<file path="src/sv/bbs_pkg.sv">
// ============================================================================
// bbs_pkg - shared definitions for the block bit scrambler
// Sizes, register indexes, inversion rule codes and the transfer payloads
// used by the cell row and the top level.
// ============================================================================
`default_nettype none

package bbs_pkg;

	// Block geometry
	localparam int MAX_BLOCK = 64;
	localparam int POS_W     = $clog2(MAX_BLOCK);
	localparam int CNT_W     = $clog2(MAX_BLOCK + 1);

	// Configuration port
	localparam int CFG_IDX_W = 2;
	localparam int CFG_W     = 7;

	localparam logic [CFG_IDX_W-1:0] CFG_METHOD = 2'd0;
	localparam logic [CFG_IDX_W-1:0] CFG_DECODE = 2'd1;
	localparam logic [CFG_IDX_W-1:0] CFG_SIZE   = 2'd2;

	localparam logic [CFG_W-1:0] SIZE_RESET = 7'd4;

	// Method codes
	localparam logic METHOD_INVERT = 1'b0;
	localparam logic METHOD_ROTATE = 1'b1;

	// Inversion rules of the count-dependent method
	localparam logic [1:0] RULE_ALL   = 2'd0;
	localparam logic [1:0] RULE_ODD   = 2'd1;
	localparam logic [1:0] RULE_THIRD = 2'd2;

	// Transfer payloads
	typedef struct packed {
		logic in_bit;
		logic message_end;
	} in_item_t;

	typedef struct packed {
		logic out_bit;
		logic block_last;
	} out_item_t;

	// Broadcast control from the top level to every cell
	typedef struct packed {
		logic             in_bit;
		logic             gather;
		logic             load;
		logic             shift;
		logic             method;
		logic             decode;
		logic [1:0]       rule;
		logic [POS_W-1:0] pos;
		logic [POS_W-1:0] last_idx;
	} cell_ctrl_t;

endpackage

`default_nettype wire

</file>
<file path="src/sv/bbs_cell.sv">
// ============================================================================
// bbs_cell - one bit position of the scrambler row
// Holds one gathered input bit and one output bit. At block completion it
// forms its transformed bit from itself and its neighbors; while the block
// drains it passes its output bit down toward position zero.
// ============================================================================
`default_nettype none

module bbs_cell
	import bbs_pkg::*;
(
	input  wire logic             clk,
	input  wire cell_ctrl_t       ctrl,
	input  wire logic [POS_W-1:0] idx,
	input  wire logic [1:0]       idx_mod3,
	input  wire logic             src_prev,
	input  wire logic             src_next,
	input  wire logic             src_head,
	input  wire logic             o_next,
	output logic                  src,
	output logic                  o
);

	logic g_q;
	logic o_q;
	logic hit;
	logic is_last;
	logic inv;
	logic res;

	assign hit     = (idx == ctrl.pos);
	assign is_last = (idx == ctrl.last_idx);

	// Plain bit of this position: the arriving bit lands here this cycle
	assign src = hit ? ctrl.in_bit : g_q;

	// Select the inversion pattern of this position
	always_comb begin
		case (ctrl.rule)
			RULE_ALL:   inv = 1'b1;
			RULE_ODD:   inv = idx[0];
			RULE_THIRD: inv = (idx_mod3 == 2'd2);
			default:    inv = 1'b1;
		endcase
	end

	// Transformed bit: inversion, or rotation by one place
	always_comb begin
		if (ctrl.method == METHOD_INVERT) begin
			res = src ^ inv;
		end else if (!ctrl.decode) begin
			res = (idx == '0) ? ctrl.in_bit : src_prev;
		end else begin
			res = is_last ? src_head : src_next;
		end
	end

	// Capture the arriving bit at its position
	always_ff @(posedge clk) begin
		if (ctrl.gather && hit) begin
			g_q <= ctrl.in_bit;
		end
	end

	// Load the transformed block, or shift toward position zero
	always_ff @(posedge clk) begin
		if (ctrl.load) begin
			o_q <= res;
		end else if (ctrl.shift) begin
			o_q <= o_next;
		end
	end

	assign o = o_q;

endmodule

`default_nettype wire

</file>
<file path="src/sv/block_bit_scrambler.sv">
// ============================================================================
// block_bit_scrambler - serial block scrambler and descrambler
// Gathers message bits into blocks and emits each completed block bit by bit
// after inversion or rotation, with the final bit of each block marked.
// ============================================================================
// Usage:
//   Input channel (in_valid/in_ready/in_data) takes one message bit per
//   transfer; message_end marks the last bit and restarts the block history
//   after that bit, dropping an unfinished block.
//   Output channel (out_valid/out_ready/out_data) delivers the block bits,
//   position zero first, block_last on the final bit.
//   Configuration writes (cfg_we/cfg_index/cfg_data) take effect at once.
//   Latency: the first bit of a block is offered the cycle after the transfer
//   of the bit that completes it. Throughput: one bit per cycle on each side;
//   the row of cells holds one block being gathered and one being drained.
//   A completing bit waits while the previous block still has bits to
//   deliver, unless the last of them transfers in the same cycle, so a
//   stalled receiver backs up the sender at the next block boundary.
//   Reset: method zero, encode, block size 4, empty row,
//   next block is the first of a message; no clearing pass.
// ============================================================================
`default_nettype none

module block_bit_scrambler
	import bbs_pkg::*;
(
	input  wire logic                 clk,
	input  wire logic                 arst_n,
	input  wire logic                 in_valid,
	output logic                      in_ready,
	input  wire in_item_t             in_data,
	output logic                      out_valid,
	input  wire logic                 out_ready,
	output out_item_t                 out_data,
	input  wire logic                 cfg_we,
	input  wire logic [CFG_IDX_W-1:0] cfg_index,
	input  wire logic [CFG_W-1:0]     cfg_data
);

	// Configuration registers
	logic             method_q;
	logic             decode_q;
	logic [CFG_W-1:0] size_q;

	// Gather state and block history
	logic [POS_W-1:0] fill_q;
	logic [1:0]       mod3_q;
	logic [CNT_W-1:0] c_src_q;
	logic [CNT_W-1:0] c_odd_q;
	logic [CNT_W-1:0] c_third_q;
	logic [CNT_W-1:0] prev_ones_q;
	logic             first_q;

	// Output drain count
	logic [CNT_W-1:0] out_cnt_q;

	logic [CNT_W-1:0] n_eff;
	logic [POS_W-1:0] last_idx;
	logic             drop;
	logic [POS_W-1:0] pos;
	logic [1:0]       pos_mod3;
	logic             complete;
	logic             in_xfer;
	logic             out_xfer;
	logic             load;
	logic [1:0]       rule;
	logic [CNT_W:0]   twice;
	logic [CNT_W-1:0] src_tot;
	logic [CNT_W-1:0] odd_tot;
	logic [CNT_W-1:0] third_tot;
	logic [CNT_W-1:0] new_ones;
	cell_ctrl_t       ctrl;

	logic [MAX_BLOCK-1:0] src_v;
	logic [MAX_BLOCK-1:0] o_v;
	logic [MAX_BLOCK-1:0] src_dn;
	logic [MAX_BLOCK-1:0] src_up;
	logic [MAX_BLOCK-1:0] o_up;

	// Saturate the block size into 1..MAX_BLOCK
	always_comb begin
		if (size_q == '0) begin
			n_eff = CNT_W'(1);
		end else if (size_q > CFG_W'(MAX_BLOCK)) begin
			n_eff = CNT_W'(MAX_BLOCK);
		end else begin
			n_eff = CNT_W'(size_q);
		end
	end

	assign last_idx = POS_W'(n_eff - CNT_W'(1));

	// Drop a block left over from a larger block size
	assign drop     = ({1'b0, fill_q} >= n_eff);
	assign pos      = drop ? '0 : fill_q;
	assign pos_mod3 = drop ? 2'd0 : mod3_q;
	assign complete = (pos == last_idx);

	// Hold the completing bit while the previous block still drains
	assign in_ready  = !complete || (out_cnt_q == '0) ||
		((out_cnt_q == CNT_W'(1)) && out_ready);
	assign in_xfer   = in_valid && in_ready;
	assign out_valid = (out_cnt_q != '0);
	assign out_xfer  = out_valid && out_ready;
	assign load      = in_xfer && complete;

	// Pick the inversion rule from the previous plain block
	assign twice = {prev_ones_q, 1'b0};
	always_comb begin
		if (method_q == METHOD_INVERT && !first_q) begin
			if (twice == {1'b0, n_eff}) begin
				rule = RULE_ALL;
			end else if (twice < {1'b0, n_eff}) begin
				rule = RULE_ODD;
			end else begin
				rule = RULE_THIRD;
			end
		end else begin
			rule = RULE_ALL;
		end
	end

	// Running ones counts of the plain bits and of each inverted pattern
	assign src_tot   = (drop ? '0 : c_src_q) + CNT_W'(in_data.in_bit);
	assign odd_tot   = (drop ? '0 : c_odd_q) + CNT_W'(in_data.in_bit ^ pos[0]);
	assign third_tot = (drop ? '0 : c_third_q) +
		CNT_W'(in_data.in_bit ^ (pos_mod3 == 2'd2));

	// Ones count of the plain block: input when encoding, output when decoding
	always_comb begin
		if (method_q == METHOD_ROTATE || !decode_q) begin
			new_ones = src_tot;
		end else begin
			case (rule)
				RULE_ALL:   new_ones = n_eff - src_tot;
				RULE_ODD:   new_ones = odd_tot;
				RULE_THIRD: new_ones = third_tot;
				default:    new_ones = n_eff - src_tot;
			endcase
		end
	end

	// Configuration writes
	always_ff @(posedge clk or negedge arst_n) begin
		if (!arst_n) begin
			method_q <= METHOD_INVERT;
			decode_q <= 1'b0;
			size_q   <= SIZE_RESET;
		end else if (cfg_we) begin
			case (cfg_index)
				CFG_METHOD: method_q <= cfg_data[0];
				CFG_DECODE: decode_q <= cfg_data[0];
				CFG_SIZE:   size_q   <= cfg_data;
				default:    ;
			endcase
		end
	end

	// Advance the gather state on each input transfer
	always_ff @(posedge clk or negedge arst_n) begin
		if (!arst_n) begin
			fill_q      <= '0;
			mod3_q      <= 2'd0;
			c_src_q     <= '0;
			c_odd_q     <= '0;
			c_third_q   <= '0;
			prev_ones_q <= '0;
			first_q     <= 1'b1;
		end else if (in_xfer) begin
			if (in_data.message_end) begin
				fill_q      <= '0;
				mod3_q      <= 2'd0;
				c_src_q     <= '0;
				c_odd_q     <= '0;
				c_third_q   <= '0;
				prev_ones_q <= '0;
				first_q     <= 1'b1;
			end else if (complete) begin
				fill_q      <= '0;
				mod3_q      <= 2'd0;
				c_src_q     <= '0;
				c_odd_q     <= '0;
				c_third_q   <= '0;
				prev_ones_q <= new_ones;
				first_q     <= 1'b0;
			end else begin
				fill_q    <= pos + POS_W'(1);
				mod3_q    <= (pos_mod3 == 2'd2) ? 2'd0 : pos_mod3 + 2'd1;
				c_src_q   <= src_tot;
				c_odd_q   <= odd_tot;
				c_third_q <= third_tot;
			end
		end
	end

	// Load a finished block, then count it down as bits transfer
	always_ff @(posedge clk or negedge arst_n) begin
		if (!arst_n) begin
			out_cnt_q <= '0;
		end else if (load) begin
			out_cnt_q <= n_eff;
		end else if (out_xfer) begin
			out_cnt_q <= out_cnt_q - CNT_W'(1);
		end
	end

	// Broadcast control to the cell row
	always_comb begin
		ctrl.in_bit   = in_data.in_bit;
		ctrl.gather   = in_xfer;
		ctrl.load     = load;
		ctrl.shift    = out_xfer;
		ctrl.method   = method_q;
		ctrl.decode   = decode_q;
		ctrl.rule     = rule;
		ctrl.pos      = pos;
		ctrl.last_idx = last_idx;
	end

	// Neighbor links of the row
	assign src_dn = {src_v[MAX_BLOCK-2:0], 1'b0};
	assign src_up = {1'b0, src_v[MAX_BLOCK-1:1]};
	assign o_up   = {1'b0, o_v[MAX_BLOCK-1:1]};

	for (genvar i = 0; i < MAX_BLOCK; i++) begin : g_cell
		localparam logic [1:0] IDX_MOD3 = 2'(i % 3);

		bbs_cell u_cell (
			.clk      (clk),
			.ctrl     (ctrl),
			.idx      (POS_W'(i)),
			.idx_mod3 (IDX_MOD3),
			.src_prev (src_dn[i]),
			.src_next (src_up[i]),
			.src_head (src_v[0]),
			.o_next   (o_up[i]),
			.src      (src_v[i]),
			.o        (o_v[i])
		);
	end

	assign out_data.out_bit    = o_v[0];
	assign out_data.block_last = (out_cnt_q == CNT_W'(1));

`ifndef SYNTHESIS
	a_cnt_range: assert property (@(posedge clk) disable iff (!arst_n)
		out_cnt_q <= CNT_W'(MAX_BLOCK))
		else $error("output count beyond block capacity");

	a_load_free: assert property (@(posedge clk) disable iff (!arst_n)
		load |-> (out_cnt_q == '0 || (out_cnt_q == CNT_W'(1) && out_ready)))
		else $error("block loaded over undelivered bits");

	a_load_cnt: assert property (@(posedge clk) disable iff (!arst_n)
		load |=> (out_cnt_q == $past(n_eff)))
		else $error("drain count does not match block size");

	a_restart: assert property (@(posedge clk) disable iff (!arst_n)
		(in_xfer && (complete || in_data.message_end)) |=> (fill_q == '0))
		else $error("gather position not restarted");
`endif

endmodule

`default_nettype wire

</file>
<file path="config.mk">
export PLATFORM = sky130hd
export DESIGN_NAME = block_bit_scrambler
export DESIGN_NICKNAME = d
export VERILOG_FILES = /design/src/sv/bbs_pkg.sv /design/src/sv/bbs_cell.sv /design/src/sv/block_bit_scrambler.sv
export SDC_FILE = /design/constraint.sdc
export NUM_CORES = 1
export LEC_CHECK = 0
export ABC_AREA = 0
export BUFFER_PORTS_ARGS = -buffer_cell sky130_fd_sc_hd__buf_4
export CAP_MARGIN = 20
export CELL_PAD_IN_SITES_DETAIL_PLACEMENT = 0
export CELL_PAD_IN_SITES_GLOBAL_PLACEMENT = 1
export CORE_MARGIN = 2
export CORE_UTILIZATION = 40
export CTS_CLUSTER_SIZE = 25
export DETAILED_ROUTE_END_ITERATION = 10
export HOLD_SLACK_MARGIN = 0.15
export PLACE_DENSITY_LB_ADDON = 0.12
export SYNTH_ARGS = -nofsm -noshare
export SYNTH_HDL_FRONTEND = slang
export SYNTH_SLANG_ARGS = --single-unit
</file>
<file path="constraint.sdc">
create_clock -name clk -period 7 [get_ports clk]
set_clock_uncertainty 0.2 [all_clocks]
set_input_delay 1.4 -clock clk [delete_from_list [all_inputs] [get_ports clk]]
set_output_delay 1.4 -clock clk [all_outputs]
set_load 0.02 [all_outputs]
</file>
==> metrics.txt <==
status finished, final reports clean; worst path cell trace nor3_1 > a32oi_1 > buf_4 > inv_1 > ha_1 > nor2b_1 > o21ai_1 > a21oi_2 > buf_4 > and2_1 > inv_1 > ha_1 > and3_1 > o21ai_0 > o21ai_0 > o32ai_1 > o21ai_0; Int Pwr about 2.3 mW; Leak Pwr 4.98 nW; Reg clk slew, reported paths 70 ps; largest net degree at the start of global routing between 90 and 100; CP max FO 16; I/O pins 20; DP Worst Slack roughly 1000 ps; Yosys reg bits 181; register area share after synthesis 0.401; die area about 34000 um2; layout cells sized above 1 0.0987; Psw about 1.6 mW; root buf cell clkbuf_16; Skew-Pair Late Insertion Delay approximately 460 ps; setup TNS 0 ps; fin crit share 0.876; CP endpoint kind register; Reg power frac 0.356; Clock Power Share 0.252; CP most frequent cell o21ai_0; yosys warns 0; placer congestion estimate between 0.8 and 0.9; M1 GR Usage 0.419; R2R setup slack roughly 870 ps; chip height around 180 um; CORE AREA about 32000 um2; fin cells 1820; DP Wirelength 31700 um; clock buffer depth 2; Clock Sinks between 150 and 200; final worst slack 871 ps; minimum clock period 6130 ps; Syn-to-layout area delta 8.08%; endpoints failing setup 0; number of synthesized flops with an enable pin 128; # H-tree levels 4; # Post-CTS Setup Buffers 0; synthesized instance count 1444; met2 Use GR 0.381; CTS tree built; syn_area_per_cell slightly below 9 um2; ANT nets after route 0; First-pass DRT Iterations 5; met3 Use GR 0.0477; number of antenna diodes 0; Avg WL per Cell roughly 25 um; Final nets approximately 1500; register area a little over 5000 um2; placed cells around 1800; GR Util All Layers 0.271; initial antenna violation count 0; Cell Rows 65; class of the most critical setup path reg -> reg; Post-CTS Hold Buffers 0; Slew Limit Fails 0; number of distinct library cells after synthesis between 80 and 90; maximum VDD drop approximately 210 uV; syn_nets approximately 1500; number of global-route vias before repair approximately 10000; design area 13900 um2; Buffers on Ports 19; busiest grt layer met1; prevailing post-synth register cell edfxtp_1; Starting Density 0.408; max-cap check violation count 0; startpoint types register; RSZ-0062 raised after global routing no; DRT iter0 DRCs between 1000 and 1500; CP arrival a little over 6000 ps; first-pass GRT wire length approximately 70000 um; GRT overflow 0; transition time of the tightest slew-check pin around 1200 ps; dpl cell area ~13000 um2; Min-Delay Path Class reg -> reg; WL final 45100 um; required time of the critical path 6980 ps; Sw Share 0.412; PwrDens roughly 280 nW/um2; CTS Buf Count 17; Resized cells post-CTS 0; Synth Cell Area roughly 13000 um2; CP peak stage delay 760 ps; CP max stage cell a21oi_2; Async S/R FF share, synth 0.293; area of the multi-input gates 7180 um2; drt via density 6.24; residual DRC count 0; vias about 11000; Achievable Freq around 0.16 GHz; die span in x roughly 180 um; Final Hold Vio Count 0; worst rel slew slack 0.201; combinational power share 0.392; FILL cells approximately 3100
==> synthesized netlist by cell type (all sizes together), types with 13 or more instances <==
cell type / instances / area share
clkbuf: 82 / 0.024
o211ai: 20 / 0.012
mux2: 25 / 0.022
ha: 37 / 0.036
nor3: 28 / 0.011
or3: 13 / 0.0063
a21oi: 39 / 0.015
o221ai: 14 / 0.013
and2: 14 / 0.0068
buf: 27 / 0.010
a22o: 13 / 0.0088
mux2i: 52 / 0.040
xnor2: 34 / 0.023
nand3: 37 / 0.014
a211oi: 16 / 0.010
o21ai: 188 / 0.073
edfxtp: 128 / 0.30
o22ai: 44 / 0.022
o31ai: 20 / 0.012
inv: 29 / 0.0084
nor2: 142 / 0.041
nand2: 170 / 0.049
xor2: 39 / 0.026
dfrtp: 51 / 0.099
==> layer usage <==
| metal | vias to the layer above | part of all wire |
|---|---|---|
| met2 | 447 | 0.42 |
| li1 | 5281 | - |
| met4 | 0 | 0.025 |
| met3 | 61 | 0.068 |
| met1 | 5570 | 0.49 |
| met5 | - | 0 |
==> cell usage in the layout, fill, tap and decap left out, types with 9 or more instances in the layout <==
cell	count
a211oi_1	14
a21o_1	12
a21oi_1	38
a22o_1	13
and2_1	14
and3_1	9
buf_4	49
clkbuf_16	17
dfrtp_1	49
edfxtp_1	128
ha_1	37
inv_1	26
mux2_2	24
mux2i_1	52
nand2_1	169
nand2b_1	9
nand3_1	37
nor2_1	142
nor2b_1	11
nor3_1	28
nor4_1	9
o2111ai_1	11
o211ai_1	20
o21ai_0	167
o21ai_1	19
o22ai_1	43
o31ai_1	20
or2_2	9
or3_1	13
xnor2_1	34
xor2_1	39
==> area by class of cell <==
cell class,count,share of cell area
Clock buffer,18,0.0308
Clock inverter,13,0.00961
Inverter,29,0.00781
Multi-Input combinational cell,1125,0.515
Sequential cell,181,0.371
Tap cell,402,0.0361
Timing Repair Buffer,52,0.0289
==> worst max-delay path, delay by kind of cell (launching register included) <==
| kind | cells | cell delay (ps) |
|---|---|---|
| flip-flops | 1 | 490 |
| adder cells (fa/ha/maj) | 2 | 600 |
| AO/OA/AOI/OAI | 7 | 2780 |
| buffers and inverters | 4 | 740 |
| AND/OR/NAND/NOR | 4 | 1020 |
==> metrics by stage <==
| step | hold WS, ps | power (mW) | utilization |
|---|---|---|---|
| 4_1_cts | 304 | 3.85 | 0.440 |
| 3_3_place_gp | 280 | 2.87 | 0.422 |
| 6_report | 300 | 3.85 | 0.440 |
| 5_1_grt | 319 | 4.06 | 0.440 |
| 3_5_place_dp | 283 | 2.87 | 0.422 |
| 2_1_floorplan | 256 | 2.40 | - |
==> path summary, 6_finish.rpt <==
path,end,cells after the start,startpoint
hold / removal,c_odd_q[6],2,c_odd_q[6]
setup / recovery,g_cell[7].u_cell.o,17,size_q[3]
max in group asynchronous,decode_q,1,arst_n
setup reg to reg,g_cell[7].u_cell.o,17,size_q[3]
min in group asynchronous,c_odd_q[6],1,arst_n
hold reg to reg,c_odd_q[6],2,c_odd_q[6]
==> sequential cells by signal, summed over array words and instances (netlist names) <==
name	flops
decode_q	1
prev_ones_q	7
out_cnt_q	7
g_cell.u_cell.g_q	64
fill_q	6
c_src_q	7
g_cell.u_cell.o	64
mod3_q	2
c_odd_q	7
method_q	1
size_q	7
first_q	1
c_third_q	7
==> power groups by stage <==
| stage | Clock (mW) | Sequential [mW] | Combinational [mW] |
|---|---|---|---|
| final | 0.972 | 1.37 | 1.51 |
| after global routing | 1.03 | 1.39 | 1.65 |
| after CTS | 0.990 | 1.37 | 1.49 |
| after detailed placement | 0 | 1.39 | 1.48 |
| after global placement | 0 | 1.39 | 1.48 |
| after floorplan | 0 | 1.36 | 1.04 |
==> cell families (layout without fill, tap and decap cells) <==
| kind of cell | count (synthesis) | in the layout | share of synthesized area |
|---|---|---|---|
| AND/OR/NAND/NOR | 480 | 480 | 0.170 |
| AO/OA/AOI/OAI | 457 | 457 | 0.237 |
| flip-flops | 181 | 181 | 0.401 |
| buffers and inverters | 138 | 112 | 0.0428 |
| multiplexers | 77 | 77 | 0.0622 |
| XOR/XNOR | 73 | 73 | 0.0496 |
| adder cells (fa/ha/maj) | 38 | 38 | 0.0375 |
(Power assumes the default switching activity.)
